`src/hw/rtl/mlt_pkg.sv`:
```
// ----------------------------------------------------------------------------
// MAC learning table package
// Request and result types, command codes, slot layout, hash constants and
// the staleness rule used by the table modules.
// ----------------------------------------------------------------------------
`default_nettype none

package mlt_pkg;

    // Command codes of a request.
    typedef enum logic [1:0] {
        CMD_LEARN  = 2'd0,
        CMD_LOOKUP = 2'd1,
        CMD_AGE    = 2'd2,
        CMD_NOP    = 2'd3
    } mlt_cmd_t;

    // One request as it arrives.
    typedef struct packed {
        logic [1:0]  command;
        logic [47:0] mac_address;
        logic [15:0] port_in;
        logic [31:0] time_now;
    } mlt_in_t;

    // One result as it leaves.
    typedef struct packed {
        logic        ok;
        logic [15:0] port_out;
        logic [12:0] removed_count;
        logic [12:0] entry_count;
    } mlt_out_t;

    // One table slot as stored in memory.
    typedef struct packed {
        logic        valid;
        logic [47:0] mac;
        logic [15:0] port;
        logic [31:0] stamp;
    } mlt_slot_t;

    // Status from the back end to the front end.
    typedef struct packed {
        logic clear_done;
    } mlt_status_t;

    // Front end sequencer.
    typedef enum logic [1:0] {
        F_IDLE,
        F_HASH,
        F_REDUCE,
        F_PUSH
    } mlt_front_state_t;

    // Back end sequencer.
    typedef enum logic [1:0] {
        B_CLEAR,
        B_IDLE,
        B_PROBE,
        B_SWEEP
    } mlt_back_state_t;

    localparam logic [31:0] FNV_BASIS = 32'd2166136261;
    localparam logic [31:0] FNV_PRIME = 32'd16777619;
    localparam int unsigned REDUCE_STEPS = 8;
    localparam int unsigned HASH_BYTES = 6;

    // An entry is stale when it is older than now by more than the limit.
    function automatic logic is_stale(input logic [31:0] now,
                                      input logic [31:0] stamp,
                                      input logic [31:0] limit);
        logic [31:0] diff;
        diff = now - stamp;
        return (now > stamp) && (diff > limit);
    endfunction

endpackage

`default_nettype wire

```
`src/hw/rtl/mlt_front.sv`:
```
// ----------------------------------------------------------------------------
// MAC learning table front end
// Accepts requests, computes the FNV-1a hash one byte per cycle and reduces
// it to a start slot, then hands the request to the queue.
// ----------------------------------------------------------------------------
`default_nettype none

module mlt_front
    import mlt_pkg::*;
#(
    parameter int unsigned TABLE_SLOTS = 4096,
    parameter int unsigned IDX_W = 12
)
(
    input  wire logic              clk,
    input  wire logic              rst_n,
    input  wire mlt_status_t       status,
    input  wire logic              in_valid,
    output logic                   in_ready,
    input  wire mlt_in_t           in_data,
    output logic                   push_valid,
    input  wire logic              push_ready,
    output mlt_in_t                push_item,
    output logic [IDX_W-1:0]       push_idx
);

    localparam bit IS_POW2 = ((TABLE_SLOTS & (TABLE_SLOTS - 1)) == 0);
    localparam logic [IDX_W:0] SLOTS_W = (IDX_W + 1)'(TABLE_SLOTS);

    mlt_front_state_t state_reg;
    mlt_front_state_t state_next;
    mlt_in_t          item_reg;
    mlt_in_t          item_next;
    logic [31:0]      hash_reg;
    logic [31:0]      hash_next;
    logic [2:0]       step_reg;
    logic [2:0]       step_next;
    logic [IDX_W:0]   rem_reg;
    logic [IDX_W:0]   rem_next;
    logic [7:0]       cur_byte;
    logic [31:0]      mixed;
    logic [3:0]       nibble;
    logic [IDX_W:0]   rem_work;

    assign push_item = item_reg;
    assign push_idx  = rem_reg[IDX_W-1:0];

    // Byte and nibble selection for the current step.
    always_comb
    begin
        cur_byte = item_reg.mac_address[47 - 8 * step_reg -: 8];
        mixed    = hash_reg ^ {24'd0, cur_byte};
        nibble   = hash_reg[31 - 4 * step_reg -: 4];
        rem_work = rem_reg;
        for (int b = 3; b >= 0; b--)
        begin
            rem_work = {rem_work[IDX_W-1:0], nibble[b]};
            if (rem_work >= SLOTS_W)
            begin
                rem_work = rem_work - SLOTS_W;
            end
        end
    end

    // Sequencer.
    always_comb
    begin
        state_next = state_reg;
        item_next  = item_reg;
        hash_next  = hash_reg;
        step_next  = step_reg;
        rem_next   = rem_reg;
        in_ready   = (state_reg == F_IDLE) && status.clear_done;
        push_valid = 1'b0;
        unique case (state_reg)
            F_IDLE:
            begin
                if (in_valid && in_ready)
                begin
                    item_next  = in_data;
                    hash_next  = FNV_BASIS;
                    step_next  = 3'd0;
                    state_next = F_HASH;
                end
            end
            F_HASH:
            begin
                hash_next = mixed * FNV_PRIME;
                step_next = step_reg + 3'd1;
                if (step_reg == 3'(HASH_BYTES - 1))
                begin
                    step_next = 3'd0;
                    rem_next  = '0;
                    if (IS_POW2)
                    begin
                        rem_next   = {1'b0, hash_next[IDX_W-1:0]};
                        state_next = F_PUSH;
                    end
                    else
                    begin
                        state_next = F_REDUCE;
                    end
                end
            end
            F_REDUCE:
            begin
                rem_next  = rem_work;
                step_next = step_reg + 3'd1;
                if (step_reg == 3'(REDUCE_STEPS - 1))
                begin
                    state_next = F_PUSH;
                end
            end
            F_PUSH:
            begin
                push_valid = 1'b1;
                if (push_ready)
                begin
                    state_next = F_IDLE;
                end
            end
            default:
            begin
                state_next = F_IDLE;
            end
        endcase
    end

    // Control state.
    always_ff @(posedge clk or negedge rst_n)
    begin
        if (!rst_n)
        begin
            state_reg <= F_IDLE;
            step_reg  <= 3'd0;
        end
        else
        begin
            state_reg <= state_next;
            step_reg  <= step_next;
        end
    end

    // Request payload and hash.
    always_ff @(posedge clk)
    begin
        item_reg <= item_next;
        hash_reg <= hash_next;
        rem_reg  <= rem_next;
    end

endmodule

`default_nettype wire

```
`config.mk`:
```
export PLATFORM = sky130hd
export DESIGN_NAME = mlt_front
export DESIGN_NICKNAME = d
export VERILOG_FILES = /design/src/hw/rtl/mlt_pkg.sv /design/src/hw/rtl/mlt_front.sv
export SDC_FILE = /design/constraint.sdc
export NUM_CORES = 1
export LEC_CHECK = 0
export ABC_AREA = 1
export BUFFER_PORTS_ARGS = -buffer_cell sky130_fd_sc_hd__buf_2
export CELL_PAD_IN_SITES_DETAIL_PLACEMENT = 1
export CELL_PAD_IN_SITES_GLOBAL_PLACEMENT = 2
export CORE_MARGIN = 3
export CORE_UTILIZATION = 33
export CTS_CLUSTER_DIAMETER = 30
export CTS_CLUSTER_SIZE = 20
export DETAILED_ROUTE_END_ITERATION = 10
export HOLD_SLACK_MARGIN = 0.1
export PLACE_DENSITY = 0.82
export SLEW_MARGIN = 20
export SYNTH_ARGS = -nofsm -noshare
export SYNTH_HDL_FRONTEND = slang
export SYNTH_SLANG_ARGS = --single-unit
```
`constraint.sdc`:
```
create_clock -name clk -period 7.6 [get_ports clk]
set_clock_uncertainty 0.15 [all_clocks]
set_input_delay 0.38 -clock clk [delete_from_list [all_inputs] [get_ports clk]]
set_output_delay 0.38 -clock clk [all_outputs]
set_load 0.01 [all_outputs]
```
**Yosys cells after proc, flatten, opt, wreduce, memory -nomap -nowiden**

Index checks and enable logic that the tools add are counted.

- Add/subtract/negate cells: 7
- Multiply operators: 1
- $lt $le $gt $ge: 4
- Equal/unequal tests: 9
- Shifts and indexed selects: 2
- Mux-type cells: 17
- Bitwise logic cells: 1
- Reductions and logical operators: 11

Operator list:

| kind | number |
|---|---|
| $pmux W32 S2 | 1 |
| $mux W12 | 5 |
| $shiftx A55 B33 Y8 | 1 |
| $ge A13 B13 Y1 const B | 4 |
| $sub A12 B1 Y12 const B | 4 |
| $shiftx A35 B33 Y4 | 1 |
| $mul A32 B25 Y32 const B | 1 |
| $mux W32 | 1 |
| $xor A32 B8 Y32 | 1 |
| $pmux W12 S2 | 1 |
| $pmux W3 S3 | 1 |
| $mux W2 | 4 |
| $pmux W2 S4 | 1 |
| $reduce_and A2 Y1 | 4 |
| $sub A6 B6 Y7 const A | 1 |
| $eq A3 B3 Y1 const B | 2 |
| $mux W3 | 2 |
| $ne A2 B2 Y1 const B | 3 |
| $sub A5 B5 Y6 const A | 1 |
| $eq A2 B2 Y1 const B | 2 |
| $reduce_and A4 Y1 | 1 |
| $reduce_bool A2 Y1 | 2 |
| $add A3 B1 Y3 const B | 1 |
| $reduce_bool A3 Y1 | 1 |
| other kinds (5) | 6 |

- Bits in registers: 147
- Input bits: 103
- Output and inout bits: 112
- Word-level logic and storage cells: 60

**Longest topological paths before layout**

Gate-level depths: netlist of the first run.

- Depth in word-level cells: 11
- Depth in mapped cells: 30
- Depth with buffers taken out: 29

**Least setup slack after synthesis of the first run**

No wires, ideal clock.

- Kind: register to register
- Start point: reg state_reg[0]
- End point: reg hash_reg[0] (enable)
- Data arrival time: 6.567 ns
- Required time: 6.984 ns
- Setup slack: 0.418 ns
- Cell stages (with the launch flop): 7
- Path buffers: 0
- Cell sequence: dfrtp_1 inv_1 ha_1 nand2_1 nor2_1 inv_1 o21ai_0

- Longest elaborated chain between the ends: 5

Ends and longest elaborated chain:

| item | line | text |
|---|---|---|
| start, declared | mlt_front.sv:30 | `mlt_front_state_t state_reg;` |
| start signal, assigned | mlt_front.sv:139 | `state_reg <= state_next;` |
| $logic_not A2 Y1 | mlt_front.sv:73, mlt_front.sv:75 |  |
| $logic_and A1 B1 Y1 | mlt_front.sv:73 | `in_ready = (state_reg == F_IDLE) && status.clear_done;` |
| $logic_and A1 B1 Y1 | mlt_front.sv:78 | `if (in_valid && in_ready)` |
| $ne A2 B1 Y1 (no line) | - |  |
| $reduce_and A2 Y1 (no line) * | - |  |
| end signal, assigned | mlt_front.sv:148 | `hash_reg <= hash_next;` |
| end, declared | mlt_front.sv:34 | `logic [31:0] hash_reg;` |

Mark *: on every way between the ends. The rest lies on a longest branch, timed or not.
A chain may end at the register's enable or synchronous reset.

**Worst setup path after layout of the first run**

- Start point: reg step_reg[1]
- End point: reg hash_reg[23] (data pin)

- Longest elaborated chain between the ends: 5

Ends and longest elaborated chain:

| item | line | text |
|---|---|---|
| start, declared | mlt_front.sv:36 | `logic [2:0] step_reg;` |
| start signal, assigned | mlt_front.sv:140 | `step_reg <= step_next;` |
| $sub A6 B6 Y7 | mlt_front.sv:51 | `cur_byte = item_reg.mac_address[47 - 8 * step_reg -: 8];` |
| $shiftx A55 B33 Y8 | mlt_front.sv:51 |  |
| $xor A32 B8 Y32 | mlt_front.sv:52 | `mixed = hash_reg ^ {24'd0, cur_byte};` |
| $mul A32 B25 Y32 | mlt_front.sv:88 | `hash_next = mixed * FNV_PRIME;` |
| $pmux W32 S2 | mlt_front.sv:75 | `unique case (state_reg)` |

No other way between the ends.

==> results of run 1 <==
[kinds of logic after synthesis]
family,count (synthesis),share of synthesized area [%]
xor+xnor,23,1.93
flops,147,37.1
buf+inv,285,9.24
compound gates,164,8.29
fa+ha+maj,268,33.1
simple gates,292,10.4
[area by class of cell]
class / instances / area [µm²] / share of cell area (%)
antenna: 3 / 7.51 / 0.0498
clock buffer: 17 / 425 / 2.82
clock inverter: 15 / 188 / 1.24
inverter: 267 / 1000 / 6.65
multi-input combinational: 747 / 6350 / 42.1
sequential: 147 / 4390 / 29.1
tap: 455 / 569 / 3.77
timing repair buffer: 322 / 2150 / 14.3
[synth_stat cells (6+ instances only)]
| master | count |
|---|---|
| nand3_1 | 31 |
| nand2_1 | 141 |
| clkbuf_1 | 9 |
| nor2_1 | 87 |
| fa_1 | 74 |
| a21oi_1 | 55 |
| xnor2_1 | 11 |
| o211ai_1 | 12 |
| o311ai_0 | 6 |
| inv_1 | 264 |
| nand4_1 | 8 |
| xor2_1 | 10 |
| or2_2 | 8 |
| ha_1 | 194 |
| edfxtp_1 | 142 |
| o21ai_0 | 58 |
[through the flow]
stage	util [%]	setup slack, ns
2_1_floorplan	-	0.418
3_3_place_gp	38.5	0.900
3_5_place_dp	38.6	0.647
4_1_cts	43.2	0.633
5_1_grt	43.2	0.146
6_report	43.2	0.583
[worst max-delay path: stages (launching register included)]
cell      delay [ns]
dfrtp_1         0.61
ha_1            0.58
inv_1           0.22
a21oi_1         0.22
nand2_2         0.13
xor2_1          0.42
ha_1            0.30
ha_1            0.27
fa_1            0.54
ha_1            0.26
fa_1            0.50
ha_1            0.30
inv_1           0.06
fa_1            0.53
inv_1           0.05
ha_1            0.39
nand2_1         0.11
nor2_1          0.24
nand2_1         0.11
o311ai_0        0.53
nand2_1         0.12
nand2_1         0.09
nor2_1          0.04
[metal layers]
metal	global-route usage, %	vias up	part of all wire, %
met2	39.9	286	51
met1	26.4	4815	39
met4	10.4	2	4.7
met5	0	-	0.028
met3	4.12	105	4.7
li1	-	4532	-
[worst paths after layout]
kind	startpoint	endpoint	slack, ns	cells past startpoint
setup / recovery	step_reg[1]$_DFFE_PN0P_	hash_reg[23]$_SDFFCE_PN0P_	0.58	22
hold / removal	rst_n	step_reg[1]$_DFFE_PN0P_	0.18	2
setup reg to reg	step_reg[1]$_DFFE_PN0P_	hash_reg[23]$_SDFFCE_PN0P_	0.58	22
hold reg to reg	rem_reg[0]$_DFFE_PP_	rem_reg[4]$_DFFE_PP_	0.42	2
max in group asynchronous	rst_n	step_reg[2]$_DFFE_PN0P_	6.96	2
min in group clk	push_ready	state_reg[1]$_DFFE_PN0P_	0.30	5
==> impl_metrics.yaml, run 1 <==
floorplan:
  dieArea_mm2: 0.0381
  die_y_um: 195
  initial_core_util_pct: 33.9
  core_region_area_mm2: 0.0349
  die_w_um: 195
  io_pins: 215
  rows: 68
sta:
  grt_setup_unrepaired: "false"
  tightest_slew_ns: 0.768
  setup_tns_ns: 0
  fmax_ghz: 0.143
  whs_ns: 0.178
  finalCritPeriodShare_pct: 92.3
  drv_slew: 0
  fin_crit_ns: 7.02
  slew_headroom_pct: 48.8
  finalSetupViolCount: 0
  finalHoldViolations: 0
global_routing:
  grt-ovfl-total: 0
  grt_pass1_wl_mm: 64.6
  antenna_found_initial: 4
  grt_max_degree: 56
  grtUsageTotal_pct: 22.5
  grt_pass1_vias: 10800
yosys:
  synthArstFlopShare_pct: 3.40
  syn_nets: 1550
  yosysSeqAreaShare_pct: 37.1
  syn_avg_cell_area_um2: 10.0
  ys.flop_type: "edfxtp_1"
  synth_top_area_cell: "edfxtp_1"
  synth_edf_count: 142
  yosys_warnings: 0
  synth.area.top_cells: "edfxtp_1 (36%), ha_1 (21%), fa_1 (13%)"
  yosysTopAreaCellShare_pct: 36.1
  netlist_area_mm2: 0.0118
  syn_inst: 1179
  ys_seq_elements: 147
  ys_types: 49
final_layout:
  layout_common_cells: "inv_1 (264), buf_2 (214), ha_1 (194)"
  largest_reg_flops: 98
  drive_gt1_share_pct: 18.9
  final_common_cell: "inv_1"
  fin_area_mm2: 0.0151
  fill_cells: 3992
  area_delta_synth_final_pct: 27.6
  final_nets: 1873
  final_cells: 1973
routing:
  drtIter0Drc: 535
  drtAntennaViolNets: 0
  avgRoutedWirePerCell_um: 21.7
  num_vias: 9740
  vias_per_cell: 4.94
  drcViolationCount: 0
  wl_mm: 42.8
  first_pass_iters: 5
clock_network:
  clk_pin_slew_ns: 0.08
  post_cts_buffers: 0
  cts_sinks: 147
  cts_tree: "yes"
  cts_resized: 0
  cts_hold_buf: 99
  htree_levels: 4
  root_buffer: "clkbuf_16"
  clk_path_buf_depth: 2
  cts_buffers: 17
  clock_latency_ns: 0.46
outcome:
  status: "finished, final reports clean"
place:
  dp_hpwl_mm: 29.8
  place_area_mm2: 0.0135
  place_inst: 1839
  io_buffer_count: 214
  place.gp.congestion: 0.864
setup_path:
  worstSetupEndpointType: "flip-flop"
  path_class: "reg2reg"
  cp-start-kind: "flip-flop"
  worstPathRequired_ns: 7.67
  cp_max_fo: 17
  critPathArrivalTime_ns: 7.08
hold_path:
  hold_path_class: "in2async"
run:
  maxCapViolCount: 0
Power of run 1 is left out: the tool's default activity adds up to more than one toggle a clock period on the data nets, which glitch-free logic cannot reach.
==> inputs of run 2 (changes only) <==
--- a/config.mk
+++ b/config.mk
@@ -10,12 +10,12 @@
 export CELL_PAD_IN_SITES_DETAIL_PLACEMENT = 1
 export CELL_PAD_IN_SITES_GLOBAL_PLACEMENT = 2
 export CORE_MARGIN = 3
-export CORE_UTILIZATION = 33
+export CORE_UTILIZATION = 39
 export CTS_CLUSTER_DIAMETER = 30
 export CTS_CLUSTER_SIZE = 20
 export DETAILED_ROUTE_END_ITERATION = 10
 export HOLD_SLACK_MARGIN = 0.1
-export PLACE_DENSITY = 0.82
+export PLACE_DENSITY = 0.9
 export SLEW_MARGIN = 20
 export SYNTH_ARGS = -nofsm -noshare
 export SYNTH_HDL_FRONTEND = slang
==> constraint.sdc (replaced) <==
create_clock -name clk -period 8.7 [get_ports clk]
set_clock_uncertainty 0.15 [all_clocks]
set_input_delay 0.435 -clock clk [delete_from_list [all_inputs] [get_ports clk]]
set_output_delay 0.435 -clock clk [all_outputs]
set_load 0.01 [all_outputs]
==> run 2 against run 1 <==
Worst hold slack gained 0.071 ns. Final area shrank 0.88%. Die area shrank 15%. Clock-buffer cell count is the same. Sequential share of layout area grew 0.26 points. Cell count shrank 3.6%. First-iteration DRC count grew 8.4%. Critical path depth grew 2. Non-clock buffer count shrank 5. Via count grew 2.9%. Highest routed layer is now met4.
==> impl_metrics.yaml, run 2 (synthesized netlist as in run 1, its figures left out) <==
outcome:
  status: "finished, final reports clean"
setup_path:
  path_common_cell: "ha_1"
  path_cells: "ha_1, inv_1, a21oi_1, nand2_1, xnor2_1, ha_1, ha_1, fa_1, ha_1, fa_1, ha_1, inv_1, fa_1, inv_1, ha_1, a21oi_1, o21a_1, nor2_1, o21ai_0, nand3_1, nand2_1, nand3_1, nand2_1, nor2_1"
  r2r_slack_ns: 1.33
  path_class: "reg2reg"
  cp-start-kind: "flip-flop"
  rr_startpoint: "step_reg[1]$_DFFE_PN0P_"
  reg2reg_to: "hash_reg[29]$_SDFFCE_PN0P_"
  cpPeakStageDelay_ns: 0.76
  slowest_stage: "xnor2_1"
  r2r.worst_path.cells: 24
  cp_max_fo: 17
  worstPathRequired_ns: 8.74
  critPathArrivalTime_ns: 7.41
  worstSetupEndpointType: "flip-flop"
clock_network:
  clk_pin_slew_ns: 0.07
  cts_resized: 0
  htree_levels: 4
  clk_path_buf_depth: 2
  root_buffer: "clkbuf_16"
  cts_hold_buf: 99
  clock_latency_ns: 0.45
  post_cts_buffers: 0
  cts_buffers: 17
  cts_sinks: 147
  cts_tree: "yes"
global_routing:
  grt-ovfl-total: 0
  grt_max_degree: 73
  grtUsageTotal_pct: 26.6
  grt_pass1_wl_mm: 65.4
  grt_pass1_vias: 11000
  antenna_found_initial: 3
sta:
  drv_slew: 0
  fmax_ghz: 0.136
  slew_headroom_pct: 33.2
  finalSetupViolCount: 0
  finalHoldViolations: 0
  setup_tns_ns: 0
  layout_setup_ws_ns: 1.33
  grt_setup_unrepaired: "false"
  finalCritPeriodShare_pct: 84.7
  tightest_slew_ns: 1.00
  fin_crit_ns: 7.37
floorplan:
  dieArea_mm2: 0.0324
  core_region_area_mm2: 0.0298
  die_w_um: 180
  rows: 63
  io_pins: 215
  initial_core_util_pct: 39.7
  die_y_um: 180
routing:
  wl_mm: 43.6
  wl_met3_mm: 2.42
  first_pass_iters: 6
  drcViolationCount: 0
  drtAntennaViolNets: 0
  wl_met1_mm: 16.8
  highest_layer: "met4"
  vias_per_cell: 5.27
  drtIter0Drc: 580
  avgRoutedWirePerCell_um: 22.9
  met2_wirelength_mm: 22.3
  num_vias: 10000
final_layout:
  layout_common_cells: "inv_1 (264), buf_2 (214), ha_1 (194)"
  final_common_cell: "inv_1"
  area_delta_synth_final_pct: 26.5
  final_nets: 1868
  fin_area_mm2: 0.0149
  drive_gt1_share_pct: 18.7
  largest_reg_flops: 98
place:
  dp_hpwl_mm: 29.8
  post-place-ws_ns: 1.70
  place_area_mm2: 0.0133
  place.gp.congestion: 0.880
  io_buffer_count: 214
run:
  maxCapViolCount: 0
hold_path:
  hold_path_class: "in2async"
==> run 2: cell count changes in the layout (fill, tap and decap cells not counted) <==
cell	delta
buf_4	-4
clkinvlp_4	-2
inv_12	+2
inv_8	+2
buf_16	-1
bufinv_16	-1
diode_2	-1
inv_6	-1
o21ai_2	-1
o21ai_4	+1
==> run 2: how the worst max path moves through the flow <==
stage,startpoint,end,slack (ns),cells past startpoint
3_3_place_gp,step_reg[1]$_DFFE_PN0P_,hash_reg[28]$_SDFFCE_PN0P_,1.87,22
6_report,step_reg[1]$_DFFE_PN0P_,hash_reg[29]$_SDFFCE_PN0P_,1.33,24
4_1_cts,step_reg[1]$_DFFE_PN0P_,hash_reg[29]$_SDFFCE_PN0P_,1.64,24
5_1_grt,step_reg[1]$_DFFE_PN0P_,hash_reg[23]$_SDFFCE_PN0P_,0.90,22
2_1_floorplan,state_reg[0]$_DFFE_PN0P_,hash_reg[0]$_SDFFCE_PN1P_,1.52,6
3_5_place_dp,step_reg[1]$_DFFE_PN0P_,hash_reg[28]$_SDFFCE_PN0P_,1.70,22
==> run 2: area by class of cell <==
class                   count  area [µm²]
diodes                      2        5.00
clock buffers              17         425
clock inverters            15         189
fillers                  3380       14800
inverters                 267        1000
multi-input cells         747        6360
flip-flops and latches    147        4390
well taps                 390         488
repair buffers            317        2090
==> run 2: routing by layer <==
layer  vias to the layer above  global-route usage (%)
met4                         0                    11.9
met5                         -                       0
met2                       397                    47.8
met3                       115                    5.21
li1                       4530                       -
met1                      4982                    30.9
==> run 2: worst max-delay path, delay by kind of cell, from the launching register on <==
family                     cells  cell delay [ns]
adders and majority gates      9             3.68
AOI/OAI and AO/OA              4             0.90
xor gates and xnor gates       1             0.76
and+or+nand+nor                7             0.68
DFF                            1             0.60
buffers and inverters          3             0.31
==> run 2: through the flow <==
stage | cells | hold WS (ns) | utilization (%)
6_report | 1902 | 0.248 | 50.2
5_1_grt | 1902 | 0.237 | 50.2
4_1_cts | 1900 | 0.232 | 50.2
3_5_place_dp | 1769 | 0.117 | 44.8
3_3_place_gp | 1769 | 0.120 | 44.8
2_1_floorplan | 1179 | -0.0106 | -
Power of run 2 is left out for the same reason.
