File: src/hw/rtl/mlt_queue.sv
// ----------------------------------------------------------------------------
// MAC learning table request queue
// Two-entry FIFO between the hashing front end and the table back end.
// ----------------------------------------------------------------------------
`default_nettype none

module mlt_queue
#(
    parameter int unsigned ITEM_W = 8
)
(
    input  wire logic              clk,
    input  wire logic              rst_n,
    input  wire logic              push_valid,
    output logic                   push_ready,
    input  wire logic [ITEM_W-1:0] push_data,
    output logic                   pop_valid,
    input  wire logic              pop_ready,
    output logic [ITEM_W-1:0]      pop_data
);

    logic [ITEM_W-1:0] buf_reg [2];
    logic              wr_ptr_reg;
    logic              wr_ptr_next;
    logic              rd_ptr_reg;
    logic              rd_ptr_next;
    logic [1:0]        fill_reg;
    logic [1:0]        fill_next;
    logic              do_push;
    logic              do_pop;

    // Handshake decode.
    always_comb
    begin
        push_ready = (fill_reg != 2'd2);
        pop_valid  = (fill_reg != 2'd0);
        pop_data   = buf_reg[rd_ptr_reg];
        do_push    = push_valid && push_ready;
        do_pop     = pop_valid && pop_ready;
        wr_ptr_next = do_push ? ~wr_ptr_reg : wr_ptr_reg;
        rd_ptr_next = do_pop ? ~rd_ptr_reg : rd_ptr_reg;
        fill_next   = fill_reg + {1'b0, do_push} - {1'b0, do_pop};
    end

    // Pointers and fill level.
    always_ff @(posedge clk or negedge rst_n)
    begin
        if (!rst_n)
        begin
            wr_ptr_reg <= 1'b0;
            rd_ptr_reg <= 1'b0;
            fill_reg   <= 2'd0;
        end
        else
        begin
            wr_ptr_reg <= wr_ptr_next;
            rd_ptr_reg <= rd_ptr_next;
            fill_reg   <= fill_next;
        end
    end

    // Storage.
    always_ff @(posedge clk)
    begin
        if (do_push)
        begin
            buf_reg[wr_ptr_reg] <= push_data;
        end
    end

endmodule

`default_nettype wire

File: config.mk
export PLATFORM = sky130hd
export DESIGN_NAME = mlt_queue
export DESIGN_NICKNAME = d
export VERILOG_FILES = /design/src/hw/rtl/mlt_queue.sv
export SDC_FILE = /design/constraint.sdc
export NUM_CORES = 1
export LEC_CHECK = 0
export BUFFER_PORTS_ARGS = -buffer_cell sky130_fd_sc_hd__buf_2
export CAP_MARGIN = 20
export CORE_MARGIN = 2
export CORE_UTILIZATION = 48
export DETAILED_ROUTE_END_ITERATION = 8
export PLACE_DENSITY_LB_ADDON = 0.12
export SETUP_SLACK_MARGIN = 0.2
export SYNTH_ARGS = -nofsm -noshare
export SYNTH_HDL_FRONTEND = slang
export SYNTH_SLANG_ARGS = --single-unit
File: constraint.sdc
create_clock -name clk -period 2.2 [get_ports clk]
set_input_delay 0.33 -clock clk [delete_from_list [all_inputs] [get_ports clk]]
set_output_delay 0.33 -clock clk [all_outputs]
set_load 0.02 [all_outputs]
# ---- After elaboration in Yosys (flattened, before gate mapping)
# Memory sizes are Yosys's and may differ from the RTL's.
# Index checks and enable logic that the tools add are counted.
dict set report totals {
  regBits 4
  mem_bits_rw 16
  elab_cells 14
  memories 1
}
# name depth width rd rd_clocked_by_memory_dff wr line_no
set memory_table {}
lappend memory_table {buf_reg 2 8 1 0 1 22} ;# logic [ITEM_W-1:0] buf_reg [2];
dict set report classes {
  add_sub_neg 2
  eq_ne 1
  mux 2
  bitwise_logic 2
  reduce_logical 3
}
# operator n
set ops {}
lappend ops {{$add 2x1->2} 1}
lappend ops {{$logic_and 1x1->1} 2}
lappend ops {{$mux 1} 2}
lappend ops {{$ne 2x2->1 const B} 1}
lappend ops {{$not 1->1} 2}
lappend ops {{$reduce_bool 2->1} 1}
lappend ops {{$sub 2x1->2} 1}

# ---- Longest topological paths before layout
# Gate-level depths: netlist of run 1.
dict set report logic_depth {
  depth_word 4
  ltp_mapped 7
  depth_no_buf 7
}

# ---- Worst setup path before layout of run 1
# No wires, ideal clock.
dict set report synth_path {
  path_type {register to register}
  startpoint {reg fill_reg[1]}
  endpoint {reg fill_reg[1]}
  t_arrival_ps 1599
  t_required_ps 2077
  path_slack_ps 479
  stages_incl_launch_ff 8
  path_buffers 0
  path_cell_list {dfrtp_1 -> or2_1 -> and2_4 -> ha_1 -> inv_1 -> ha_1 -> xnor2_1 -> xnor2_1}
}
dict set report synth_via {
  elab_cells_between_ends 6
}
# item line_no
set synth_rtl {}
lappend synth_rtl {{from (decl)} 27} ;# logic [1:0] fill_reg;
lappend synth_rtl {{from (signal assigned)} 58} ;# fill_reg <= fill_next;
lappend synth_rtl {{$reduce_bool 2->1} 36} ;# pop_valid = (fill_reg != 2'd0);
lappend synth_rtl {{net pop_valid} 17} ;# output logic pop_valid,
lappend synth_rtl {{$logic_and 1x1->1} 39} ;# do_pop = pop_valid && pop_ready;
lappend synth_rtl {{net do_pop} 30} ;# logic do_pop;
lappend synth_rtl {{$sub 2x1->2} 42} ;# fill_next = fill_reg + {1'b0, do_push} - {1'b0, do_pop};
lappend synth_rtl {{net fill_next[1]} 28} ;# logic [1:0] fill_next;
# The timed path passes the listed nets, and every way through them passes these cells.
# A chain may end at the register's enable or synchronous reset.

# ---- Worst setup path after layout of run 1
dict set report layout_path {
  startpoint {reg rd_ptr_reg}
  endpoint {out pop_data[7]}
}
dict set report layout_via {
  elab_chain_len 1
}
# item line_no
set layout_lines {}
lappend layout_lines {{from (decl)} 25} ;# logic rd_ptr_reg;
lappend layout_lines {{from (signal assigned)} 57} ;# rd_ptr_reg <= rd_ptr_next;
lappend layout_lines {{$mem_v2 2x8} --}
lappend layout_lines {{to (decl)} 19} ;# output logic [ITEM_W-1:0] pop_data
# Every way passes these cells.

==> impl_table.tex, run 1 <==
\begin{tabular}{lr}
\hline
Metric & Value \\
\hline
\multicolumn{2}{l}{\textbf{Die}} \\
Core footprint & 1510 sq um \\
Starting Density & about 51\% \\
Die Span Y & 44.2 um \\
Number of standard-cell rows in the floorplan & 14 \\
I/O pin total & 22 \\
Die extent in x & 44.2 um \\
Total Die Area & 1950 sq um \\
\multicolumn{2}{l}{\textbf{Yosys}} \\
Number of register bits inferred by synthesis & 20 \\
Fraction of post-synthesis cell area in the top cell type by area & about 62\% \\
Synthesized net count & 56 \\
Yosys warning count & 0 \\
Count of different cell masters after synthesis & 14 \\
Mapped Cells & 42 \\
Mean area per synthesized cell & 18.4 sq um \\
Cell types with the largest area share after synthesis & edfxtp\_1 (62\%), dfrtp\_1 (13\%), mux2\_1 (12\%), xnor2\_1 (3.4\%), ha\_1 (3.2\%) \\
Sequential cell area fraction in the yosys report & 75.0\% \\
Leading area contributor after synthesis & edfxtp\_1 \\
Mapped Area & 774 sq um \\
\multicolumn{2}{l}{\textbf{Setup path}} \\
Highest fanout seen on the critical path & 9 \\
Worst R2R Setup Slack & 0.50 ns \\
Startpoint of the lowest-slack register-to-register path & fill\_reg[1] \\
Path depth of the worst reg2reg path & 7 \\
CP Class & reg2out \\
Cell-by-cell listing of the critical path & mux2\_1, buf\_2 \\
Required time at the endpoint of the critical path & 1.87 ns \\
Endpoint class of the critical path & output pin \\
Startpoint class of the critical path & flop \\
Critical path data arrival time & 1.42 ns \\
Top Family by Delay on Critical Path & flip-flops \\
Reg-to-reg endpoint & fill\_reg[1] \\
Critical path buffer and inverter count & 1 \\
Library cell contributing the largest single delay on the critical path & dfrtp\_1 \\
Delay of the slowest critical-path stage & 0.60 ns \\
\multicolumn{2}{l}{\textbf{STA}} \\
Final hold violation count & 0 \\
Unrepaired setup endpoints after global routing & no \\
Final clock period utilization by the worst path & 79.6\% \\
Transition time at the pin with the least slew margin & 0.405 ns \\
Setup ws final & 0.449 ns \\
Total Neg Setup Slack & 0 ns \\
Achievable frequency & 0.571 GHz \\
Max Slew Vio Count & 0 \\
Clock period minus final worst setup slack & 1.75 ns \\
Setup-failing EPs final & 0 \\
Headroom to the max-slew limit & 73.0\% \\
Setup Skew & 0.00648 ns \\
\multicolumn{2}{l}{\textbf{GRT}} \\
Number of antenna violations at the first check in global routing & 0 \\
All-layer global routing usage & about 14\% \\
Largest net degree at the start of global routing & 12 \\
Vias in the first global route & 424 \\
Global-route wire length before repair & 1860 um \\
Grt ovf & 0 \\
\multicolumn{2}{l}{\textbf{Run}} \\
Total of max-cap violations & 0 \\
\multicolumn{2}{l}{\textbf{Layout}} \\
Non-Filler Cell Area, Final & between 900 and 1000 sq um \\
Max FFs per register & 16 \\
Area taken by flip-flops and latches & 581 sq um \\
Final Net Count & 83 \\
Ant. Diodes & 0 \\
Most frequent standard cell in the layout excluding fill and tap cells & buf\_2 \\
Commonest cells after routing, fill and taps aside & buf\_2 (21), edfxtp\_1 (16), mux2\_1 (8) \\
Relative area change from synthesis to final layout & 21.2\% \\
Fraction of the core area covered by cells at the end of the flow & 62.3\% \\
Count of filler cells inserted in the layout & 110 \\
Share of final-layout standard cells stronger than drive strength 1 & 38.2\% \\
Area of the multi-input gates & 185 sq um \\
\multicolumn{2}{l}{\textbf{Clocking}} \\
TritonCTS clock tree & done \\
Clock latency on the worst-skew pair & just under 0.3 ns \\
Number of gates given a new drive strength after cts & 0 \\
Cell chosen for the clock root & clkbuf\_4 \\
Longest Clk Path Bufs & 2 \\
Post-CTS Setup Repair Bufs & 0 \\
Deepest level of the CTS H-tree & 1 \\
Number of clock sinks seen by CTS & 20 \\
Clock edge transition at the registers on the reported setup and hold paths & 0.11 ns \\
Number of buffers created by CTS & 3 \\
\multicolumn{2}{l}{\textbf{Hold path}} \\
Min-Delay Startpoint & push\_data[2] \\
Class of the most critical hold timing path & in2reg \\
Hold endpoint & buf\_reg[0][2] \\
Cell depth of the worst hold path & 1 \\
\multicolumn{2}{l}{\textbf{Placed design}} \\
Post-detail-place hpwl & 839 um \\
Worst slack at placement & a little over 0.5 ns \\
Final weighted congestion in routability-driven placement & 0.669 \\
Port bufs & 21 \\
Instance area after placement & 902 sq um \\
\multicolumn{2}{l}{\textbf{Routing}} \\
Detailed router's first-iteration violation count & 4 \\
Wire per inst & roughly 14 um \\
Drt total wl & 1170 um \\
Remaining routing DRC violations & 0 \\
Via density per instance & between 4 and 5 \\
Residual antenna-violating net count after detailed routing & 0 \\
Via count & 419 \\
TritonRoute pass-1 iters & 2 \\
\multicolumn{2}{l}{\textbf{Power and ir drop}} \\
VDD IR-drop max & 747 uV \\
Cell area power density & between 1000 and 1500 nW/um\^{}2 \\
Static leakage power & between 0.0003 and 0.0004 uW \\
\multicolumn{2}{l}{\textbf{Run status}} \\
Outcome & complete, no violations \\
\hline
\end{tabular}
==> logic make-up after synthesis <==
| kind of cell | Yosys count | synth area share [%] |
|---|---|---|
| DFF | 20 | 75.0 |
| muxes | 8 | 11.6 |
| and+or+nand+nor | 6 | 4.52 |
| xor gates and xnor gates | 4 | 4.52 |
| buffers and inverters | 2 | 1.13 |
| adders and majority gates | 2 | 3.23 |
==> cell usage after synthesis <==
library cell / number
and3_1: 1
inv_1: 1
xnor2_1: 3
nor2_1: 1
or2_1: 1
nand2b_1: 1
nand2_1: 1
ha_1: 2
and2_4: 1
xor2_1: 1
mux2_1: 8
dfrtp_1: 4
buf_2: 1
edfxtp_1: 16
==> area by class of cell <==
class	instances	share of cell area [%]
Sequential cell	20	61.9
Multi-Input combinational cell	20	19.7
Timing Repair Buffer	23	13.1
Clock buffer	4	2.80
Tap cell	16	2.13
Inverter	1	0.400
==> timing repair <==
| action | 4_1_cts | 5_1_grt |
|---|---|---|
| hold endpoints to repair | 4 | 0 |
| endpoints found under the setup margin | 0 | 0 |
| hold buffers | 1 | 0 |
==> per-layer routing <==
| layer | vias up | routed length, um | global-route usage [%] |
|---|---|---|---|
| met5 | - | 0 | 0 |
| met4 | 0 | 0 | 5.45 |
| met3 | 0 | 64 | 4.08 |
| met2 | 12 | 664 | 25.9 |
| met1 | 201 | 442 | 13.8 |
| li1 | 206 | - | - |
==> worst max-delay path by stage <==
stage	slack (ns)	from	endpoint	cells past startpoint
2_1_floorplan	0.48	fill_reg[1]	fill_reg[1]	7
6_report	0.45	rd_ptr_reg	pop_data[7]	2
5_1_grt	0.37	rd_ptr_reg	pop_data[6]	2
3_3_place_gp	0.56	fill_reg[1]	fill_reg[1]	7
3_5_place_dp	0.51	fill_reg[1]	fill_reg[1]	7
4_1_cts	0.41	rd_ptr_reg	pop_data[7]	2
==> report_power, final <==
part | switching [uW] | internal, uW | leakage (uW)
registers | 68.6 | 529 | 0.000195
clock network | 102 | 70.5 | 0.0000150
logic | 256 | 198 | 0.000173
total | 426 | 797 | 0.000384
==> worst reg2reg max path: cells and delay by family (launching register included) <==
family / cells / cell delay, ns
xor+xnor: 2 / 0.30
fa+ha+maj: 2 / 0.44
buf+inv: 1 / 0.04
flops: 1 / 0.43
simple gates: 2 / 0.42
==> through the flow <==
step           std cells  power (uW)  hold WS [ns]
6_report              84        1220         0.218
5_1_grt               84        1300         0.196
4_1_cts               84        1250         0.204
3_5_place_dp          79        1070         0.144
3_3_place_gp          79        1050         0.138
2_1_floorplan         42         919        0.0344
No activity file was read; power rests on OpenSTA's default activity.
==> run 2: changes to the inputs <==
ABC_AREA = 1   (was default)
CORE_UTILIZATION = 44   (was 48)
clock period = 1.5 ns   (was 2.2 ns; I/O delays follow)
==> run 2 against run 1 <==
Clock skew fell by 0.0051 ns. Cell count rose by 58%. First-iteration DRC count rose by 50%. Worst setup slack got worse by 0.32 ns. Worst hold slack got worse by 0.098 ns. Core utilization rose by 7.6 points. Cell area rose by 30%. Largest cell class unchanged.
==> impl_table.tex, run 2 <==
\begin{tabular}{lr}
\hline
Metric & Value \\
\hline
\multicolumn{2}{l}{\textbf{Power and ir drop}} \\
Clock share of power & 9.5\% \\
Net switching power figure & 992 uW \\
Flop pwr share & 34.0\% \\
Static leakage power & between 0.0005 and 0.0006 uW \\
Cell area power density & 2090 nW/um\^{}2 \\
Proportion of total power due to net switching & 38.9\% \\
VDD IR-drop max & $\sim$1200 uV \\
Comb pwr share & between 50\% and 60\% \\
Internal cell power & 1560 uW \\
\multicolumn{2}{l}{\textbf{Setup path}} \\
Cell-by-cell listing of the critical path & buf\_6, nand2\_2, nand2\_1, buf\_6 \\
Delay of the slowest critical-path stage & 0.48 ns \\
Required time at the endpoint of the critical path & 1.27 ns \\
Critical path data arrival time & 1.15 ns \\
CP Class & reg2out \\
Startpoint class of the critical path & flop \\
Endpoint class of the critical path & output pin \\
Library cell contributing the largest single delay on the critical path & dfrtp\_2 \\
Top Family by Delay on Critical Path & flip-flops \\
Highest fanout seen on the critical path & 4 \\
Critical path buffer and inverter count & 2 \\
Most used cell, CP & buf\_6 \\
\multicolumn{2}{l}{\textbf{Clocking}} \\
TritonCTS clock tree & done \\
Longest Clk Path Bufs & 2 \\
Deepest level of the CTS H-tree & 1 \\
Number of buffers created by CTS & 3 \\
Clock latency on the worst-skew pair & 0.28 ns \\
Number of clock sinks seen by CTS & 20 \\
Clock edge transition at the registers on the reported setup and hold paths & 0.10 ns \\
Cell chosen for the clock root & clkbuf\_4 \\
\multicolumn{2}{l}{\textbf{GRT}} \\
All-layer global routing usage & 15.8\% \\
Vias in the first global route & 544 \\
Global-route wire length before repair & 2280 um \\
Number of antenna violations at the first check in global routing & 0 \\
Grt ovf & 0 \\
Largest net degree at the start of global routing & 12 \\
\multicolumn{2}{l}{\textbf{Yosys}} \\
Fraction of post-synthesis cell area in the top cell type by area & 58.0\% \\
Mean area per synthesized cell & 11.3 sq um \\
Count leader, synth & nand2\_1 \\
Async set or reset register ratio after synthesis & 20.0\% \\
Leading area contributor after synthesis & edfxtp\_1 \\
Sequential cell area fraction in the yosys report & a little over two thirds \\
Main combinational cell family by area after synthesis & simple AND/OR/NAND/NOR gates \\
Share of synthesized area spent on multiplexers & 0\% \\
Xor-xnor portion of the synthesized cell area & 0\% \\
Mapped Cells & 73 \\
Compound-cell area share of the yosys netlist & 0\% \\
Synthesized net count & 87 \\
Count of different cell masters after synthesis & 12 \\
Yosys warning count & 0 \\
Cell types with the largest area share after synthesis & edfxtp\_1 (58\%), nand2\_1 (15\%), dfrtp\_1 (12\%), inv\_1 (3.2\%), ha\_1 (3.0\%) \\
EDFF count, synth & 16 \\
Simple-gate share of the synthesized area & 21.1\% \\
Number of register bits inferred by synthesis & 20 \\
Dominant synthesized flop cell & edfxtp\_1 \\
Adder-cell share of the synthesized area & 3.02\% \\
Synth cell count leaders & nand2\_1 (32), edfxtp\_1 (16), inv\_1 (7), dfrtp\_1 (4), nand2\_2 (4) \\
Mapped Area & 828 sq um \\
\multicolumn{2}{l}{\textbf{STA}} \\
Setup ws final & 0.127 ns \\
Setup-failing EPs final & 0 \\
Clock period minus final worst setup slack & 1.37 ns \\
Transition time at the pin with the least slew margin & 0.185 ns \\
Final hold violation count & 0 \\
Achievable frequency & 0.728 GHz \\
Worst hold slack & 0.120 ns \\
Final clock period utilization by the worst path & 91.6\% \\
Total Neg Setup Slack & 0 ns \\
Max Slew Vio Count & 0 \\
Setup Skew & 0.00140 ns \\
Headroom to the max-slew limit & between 80\% and 90\% \\
Unrepaired setup endpoints after global routing & yes \\
\multicolumn{2}{l}{\textbf{Routing}} \\
TritonRoute pass-1 iters & 3 \\
Remaining routing DRC violations & 0 \\
Via density per instance & 4.54 \\
Wire per inst & 12.2 um \\
Drt total wl & 1620 um \\
Residual antenna-violating net count after detailed routing & 0 \\
Via count & 604 \\
Detailed router's first-iteration violation count & 6 \\
\multicolumn{2}{l}{\textbf{Run status}} \\
Outcome & complete, no violations \\
\multicolumn{2}{l}{\textbf{Placed design}} \\
Worst slack at placement & roughly 0.10 ns \\
Post-detail-place hpwl & 913 um \\
Port bufs & 21 \\
Final weighted congestion in routability-driven placement & 0.695 \\
Total placed cells including tap cells & 119 \\
\multicolumn{2}{l}{\textbf{Layout}} \\
Area of the multi-input gates & roughly 270 sq um \\
Fin cells & 133 \\
Area taken by flip-flops and latches & 582 sq um \\
Final Net Count & 123 \\
Count of filler cells inserted in the layout & roughly 130 \\
Commonest cells after routing, fill and taps aside & nand2\_1 (24), edfxtp\_1 (16), buf\_6 (15) \\
Ant. Diodes & 0 \\
Max FFs per register & 16 \\
Share of final-layout standard cells stronger than drive strength 1 & a little over half \\
Relative area change from synthesis to final layout & 47.3\% \\
Most frequent standard cell in the layout excluding fill and tap cells & nand2\_1 \\
\multicolumn{2}{l}{\textbf{Die}} \\
Number of standard-cell rows in the floorplan & 15 \\
Die extent in x & 47.4 um \\
Starting Density & 47.5\% \\
Die Span Y & between 40 and 50 um \\
Core footprint & 1750 sq um \\
I/O pin total & 22 \\
Total Die Area & between 2000 and 2500 sq um \\
\multicolumn{2}{l}{\textbf{Run}} \\
Total of max-cap violations & 0 \\
\multicolumn{2}{l}{\textbf{Hold path}} \\
Class of the most critical hold timing path & in2reg \\
\hline
\end{tabular}
==> run 2: cell type report <==
| class | count | share of cell area [%] |
|---|---|---|
| Sequential cell | 20 | 47.7 |
| Clock buffer | 3 | 1.85 |
| Timing Repair Buffer | 32 | 22.3 |
| Multi-Input combinational cell | 43 | 21.9 |
| Tap cell | 25 | 2.56 |
| Inverter | 9 | 3.38 |
| Clock inverter | 1 | 0.308 |
==> run 2: power by group through the flow <==
stage / logic [uW] / registers, uW / clock network (uW)
floorplan: 637 / 832 / 0
global placement: 810 / 878 / 0
detailed placement: 832 / 884 / 0
CTS: 1130 / 850 / 253
global route: 1550 / 889 / 271
finish: 1440 / 867 / 243
==> run 2: worst register-to-register path, stage by stage, from the launching register on <==
cell     delay [ns]
dfrtp_1        0.44
inv_2          0.10
nand2_4        0.06
nand2_4        0.06
inv_2          0.04
ha_4           0.26
inv_4          0.03
ha_4           0.16
nand3_2        0.05
nand2_1        0.05
==> run 2: through the flow <==
step                      area (sq um)  power [uW]  utilization [%]
after floorplan                    836        1470                -
after detailed placement           968        1720             55.5
after global placement             968        1690             55.5
after CTS                         1110        2230             63.7
after global routing              1220        2710             69.9
final                             1220        2550             69.9
==> run 2: cells by family (layout without fill, tap and decap cells) <==
kind of cell  count (synthesis)  after routing
buf+inv                      10             45
simple gates                 41             41
fa+ha+maj                     2              2
flops                        20             20
==> run 2: path summary, 6_finish.rpt <==
| path | start | endpoint | slack [ns] | cells after the start |
|---|---|---|---|---|
| min in group asynchronous | rst_n | wr_ptr_reg | 0.26 | 2 |
| min reg2reg | wr_ptr_reg | wr_ptr_reg | 0.50 | 2 |
| max in group asynchronous | rst_n | rd_ptr_reg | 1.11 | 2 |
| min | push_data[7] | buf_reg[1][7] | 0.12 | 1 |
| max reg2reg | fill_reg[1] | fill_reg[1] | 0.15 | 9 |
| max | rd_ptr_reg | pop_data[7] | 0.13 | 4 |
==> run 2: timing repair <==
action / 4_1_cts / 5_1_grt
setup buffers: 9 / 0
endpoints found under the hold margin: 4 / 0
gates resized for setup: 11 / 35
pin swaps: 7 / 11
setup endpoints to repair: 10 / 28
hold buffers: 1 / 0
==> run 2: routing by layer <==
layer | routed length (um) | vias up | track usage [%]
met1 | 597 | 284 | 17.0
met4 | 18 | 0 | 10.0
li1 | - | 306 | -
met2 | 946 | 12 | 28.6
met3 | 54 | 2 | 2.31
met5 | 0 | - | 0
==> run 3: changes to the inputs <==
REMOVE_ABC_BUFFERS = 1   (was default)
==> run 3 against run 2 <==
Sequential share of layout area up 2.5 points. Sequential power about the same. Core utilization down 3.4 points. Global-route usage down 0.25 points. Via count down 3.5%. Cell count down 3.0%.
==> impl_table.tex, run 3 (synthesis gave the netlist of run 2 again) <==
\begin{tabular}{lr}
\hline
Metric & Value \\
\hline
\multicolumn{2}{l}{\textbf{Layout}} \\
Max FFs per register & 16 \\
Ant. Diodes & 0 \\
Commonest cells after routing, fill and taps aside & nand2\_1 (26), edfxtp\_1 (16), buf\_2 (15) \\
Most frequent standard cell in the layout excluding fill and tap cells & nand2\_1 \\
Count of filler cells inserted in the layout & approximately 140 \\
Relative area change from synthesis to final layout & 40.0\% \\
Final Net Count & between 100 and 150 \\
Share of final-layout standard cells stronger than drive strength 1 & roughly half \\
Non-Filler Cell Area, Final & between 1000 and 1500 sq um \\
\multicolumn{2}{l}{\textbf{Clocking}} \\
Clock latency on the worst-skew pair & roughly 0.29 ns \\
Number of clock sinks seen by CTS & 20 \\
Number of buffers created by CTS & 3 \\
Clock edge transition at the registers on the reported setup and hold paths & 0.12 ns \\
TritonCTS clock tree & done \\
Cell chosen for the clock root & clkbuf\_4 \\
Longest Clk Path Bufs & 2 \\
Deepest level of the CTS H-tree & 1 \\
\multicolumn{2}{l}{\textbf{STA}} \\
Total Neg Setup Slack & 0 ns \\
Setup-failing EPs final & 0 \\
Transition time at the pin with the least slew margin & 0.185 ns \\
Setup ws final & 0.0743 ns \\
Final clock period utilization by the worst path & between 90 and 100\% \\
Setup Skew & 0.00329 ns \\
Max Slew Vio Count & 0 \\
Worst hold slack & 0.110 ns \\
Final hold violation count & 0 \\
Achievable frequency & 0.701 GHz \\
Unrepaired setup endpoints after global routing & yes \\
Clock period minus final worst setup slack & 1.43 ns \\
Headroom to the max-slew limit & approximately 88\% \\
\multicolumn{2}{l}{\textbf{Die}} \\
Die extent in x & between 40 and 50 um \\
Total Die Area & 2250 sq um \\
Number of standard-cell rows in the floorplan & 15 \\
I/O pin total & 22 \\
Starting Density & 47.5\% \\
Die Span Y & 47.4 um \\
Core footprint & roughly 1700 sq um \\
\multicolumn{2}{l}{\textbf{Placed design}} \\
Instance area after placement & 961 sq um \\
Port bufs & 21 \\
Worst slack at placement & 0.122 ns \\
Final weighted congestion in routability-driven placement & approximately 0.7 \\
Post-detail-place hpwl & 900 um \\
\multicolumn{2}{l}{\textbf{Routing}} \\
TritonRoute pass-1 iters & 3 \\
Via count & 583 \\
Wire per inst & 11.4 um \\
Via density per instance & 4.52 \\
Remaining routing DRC violations & 0 \\
Detailed router's first-iteration violation count & 16 \\
Drt total wl & 1480 um \\
Residual antenna-violating net count after detailed routing & 0 \\
\multicolumn{2}{l}{\textbf{GRT}} \\
All-layer global routing usage & between 10\% and 20\% \\
Number of antenna violations at the first check in global routing & 0 \\
Grt ovf & 0 \\
Vias in the first global route & between 500 and 600 \\
Largest net degree at the start of global routing & 13 \\
Global-route wire length before repair & 2280 um \\
\multicolumn{2}{l}{\textbf{Setup path}} \\
Startpoint class of the critical path & flop \\
Critical path data arrival time & around 1.2 ns \\
Required time at the endpoint of the critical path & 1.27 ns \\
Highest fanout seen on the critical path & 6 \\
First element of the critical path & rd\_ptr\_reg \\
CP Class & reg2out \\
Path depth of the worst reg2reg path & 9 \\
Endpoint class of the critical path & output pin \\
Worst R2R Setup Slack & 0.16 ns \\
Reg-to-reg endpoint & fill\_reg[1] \\
Startpoint of the lowest-slack register-to-register path & fill\_reg[1] \\
\multicolumn{2}{l}{\textbf{Hold path}} \\
Class of the most critical hold timing path & in2reg \\
Min-Delay Startpoint & push\_data[0] \\
Cell depth of the worst hold path & 1 \\
Hold endpoint & buf\_reg[1][0] \\
\multicolumn{2}{l}{\textbf{Power and ir drop}} \\
PnR Total Power & 2480 uW \\
VDD IR-drop max & 1130 uV \\
Static leakage power & between 0.0005 and 0.0006 uW \\
Cell area power density & 2140 nW/um\^{}2 \\
\multicolumn{2}{l}{\textbf{Run status}} \\
Outcome & complete, no violations \\
\multicolumn{2}{l}{\textbf{Run}} \\
Total of max-cap violations & 0 \\
\hline
\end{tabular}
-- run 3: cell types whose count changed in the layout (fill, tap and decap cells not counted), moves of 2 or more --
cell	previous run	this run
buf_2	11	15
buf_6	15	6
nand2_1	24	26
nand2_4	4	1
-- run 3: stage by stage --
step | instances | utilization (%)
CTS | 128 | 63.9
floorplan | 72 | -
global route | 129 | 66.5
finish | 129 | 66.5
detailed placement | 119 | 55.1
global placement | 119 | 55.1
-- run 3: worst max path at each step --
stage,slack [ns],to,depth (start not counted)
6_report,0.07,pop_data[6],4
2_1_floorplan,0.12,fill_reg[1],10
4_1_cts,0.06,pop_data[6],4
3_5_place_dp,0.12,fill_reg[1],10
3_3_place_gp,0.16,fill_reg[1],10
5_1_grt,0.01,pop_data[0],4
-- run 3: layer usage --
metal,vias up,global-route usage [%],share of wire [%]
met2,14,27.0,51
met3,4,5.00,4.5
met1,270,17.4,41
met4,0,6.67,2.7
li1,295,-,-
met5,-,0,0
-- run 3: critical path, cell delays in order (launching register included) --
cell     delay, ns
dfrtp_2       0.50
buf_4         0.16
nand2_1       0.05
nand2_1       0.04
buf_2         0.15
-- run 3: cell type report --
class | instances | area (sq um) | share of cell area, %
Clock inverter | 1 | 30.0 | 2.59
Inverter | 9 | 38.8 | 3.34
Multi-Input combinational cell | 43 | 245 | 21.1
Sequential cell | 20 | 582 | 50.2
Clock buffer | 3 | 22.5 | 1.94
Timing Repair Buffer | 28 | 210 | 18.1
Tap cell | 25 | 31.3 | 2.70
-- run 3: power by group --
| group | switching, uW | internal (uW) |
|---|---|---|
| clock network | 166 | 270 |
| logic | 653 | 524 |
| registers | 95.0 | 774 |
| total | 913 | 1570 |
-- run 3: repair_timing --
action,4_1_cts,5_1_grt
hold buffers,1,0
endpoints found under the setup margin,10,20
pin swaps,7,6
hold endpoints to repair,4,0
buffers inserted,4,1
gates resized for setup,14,15
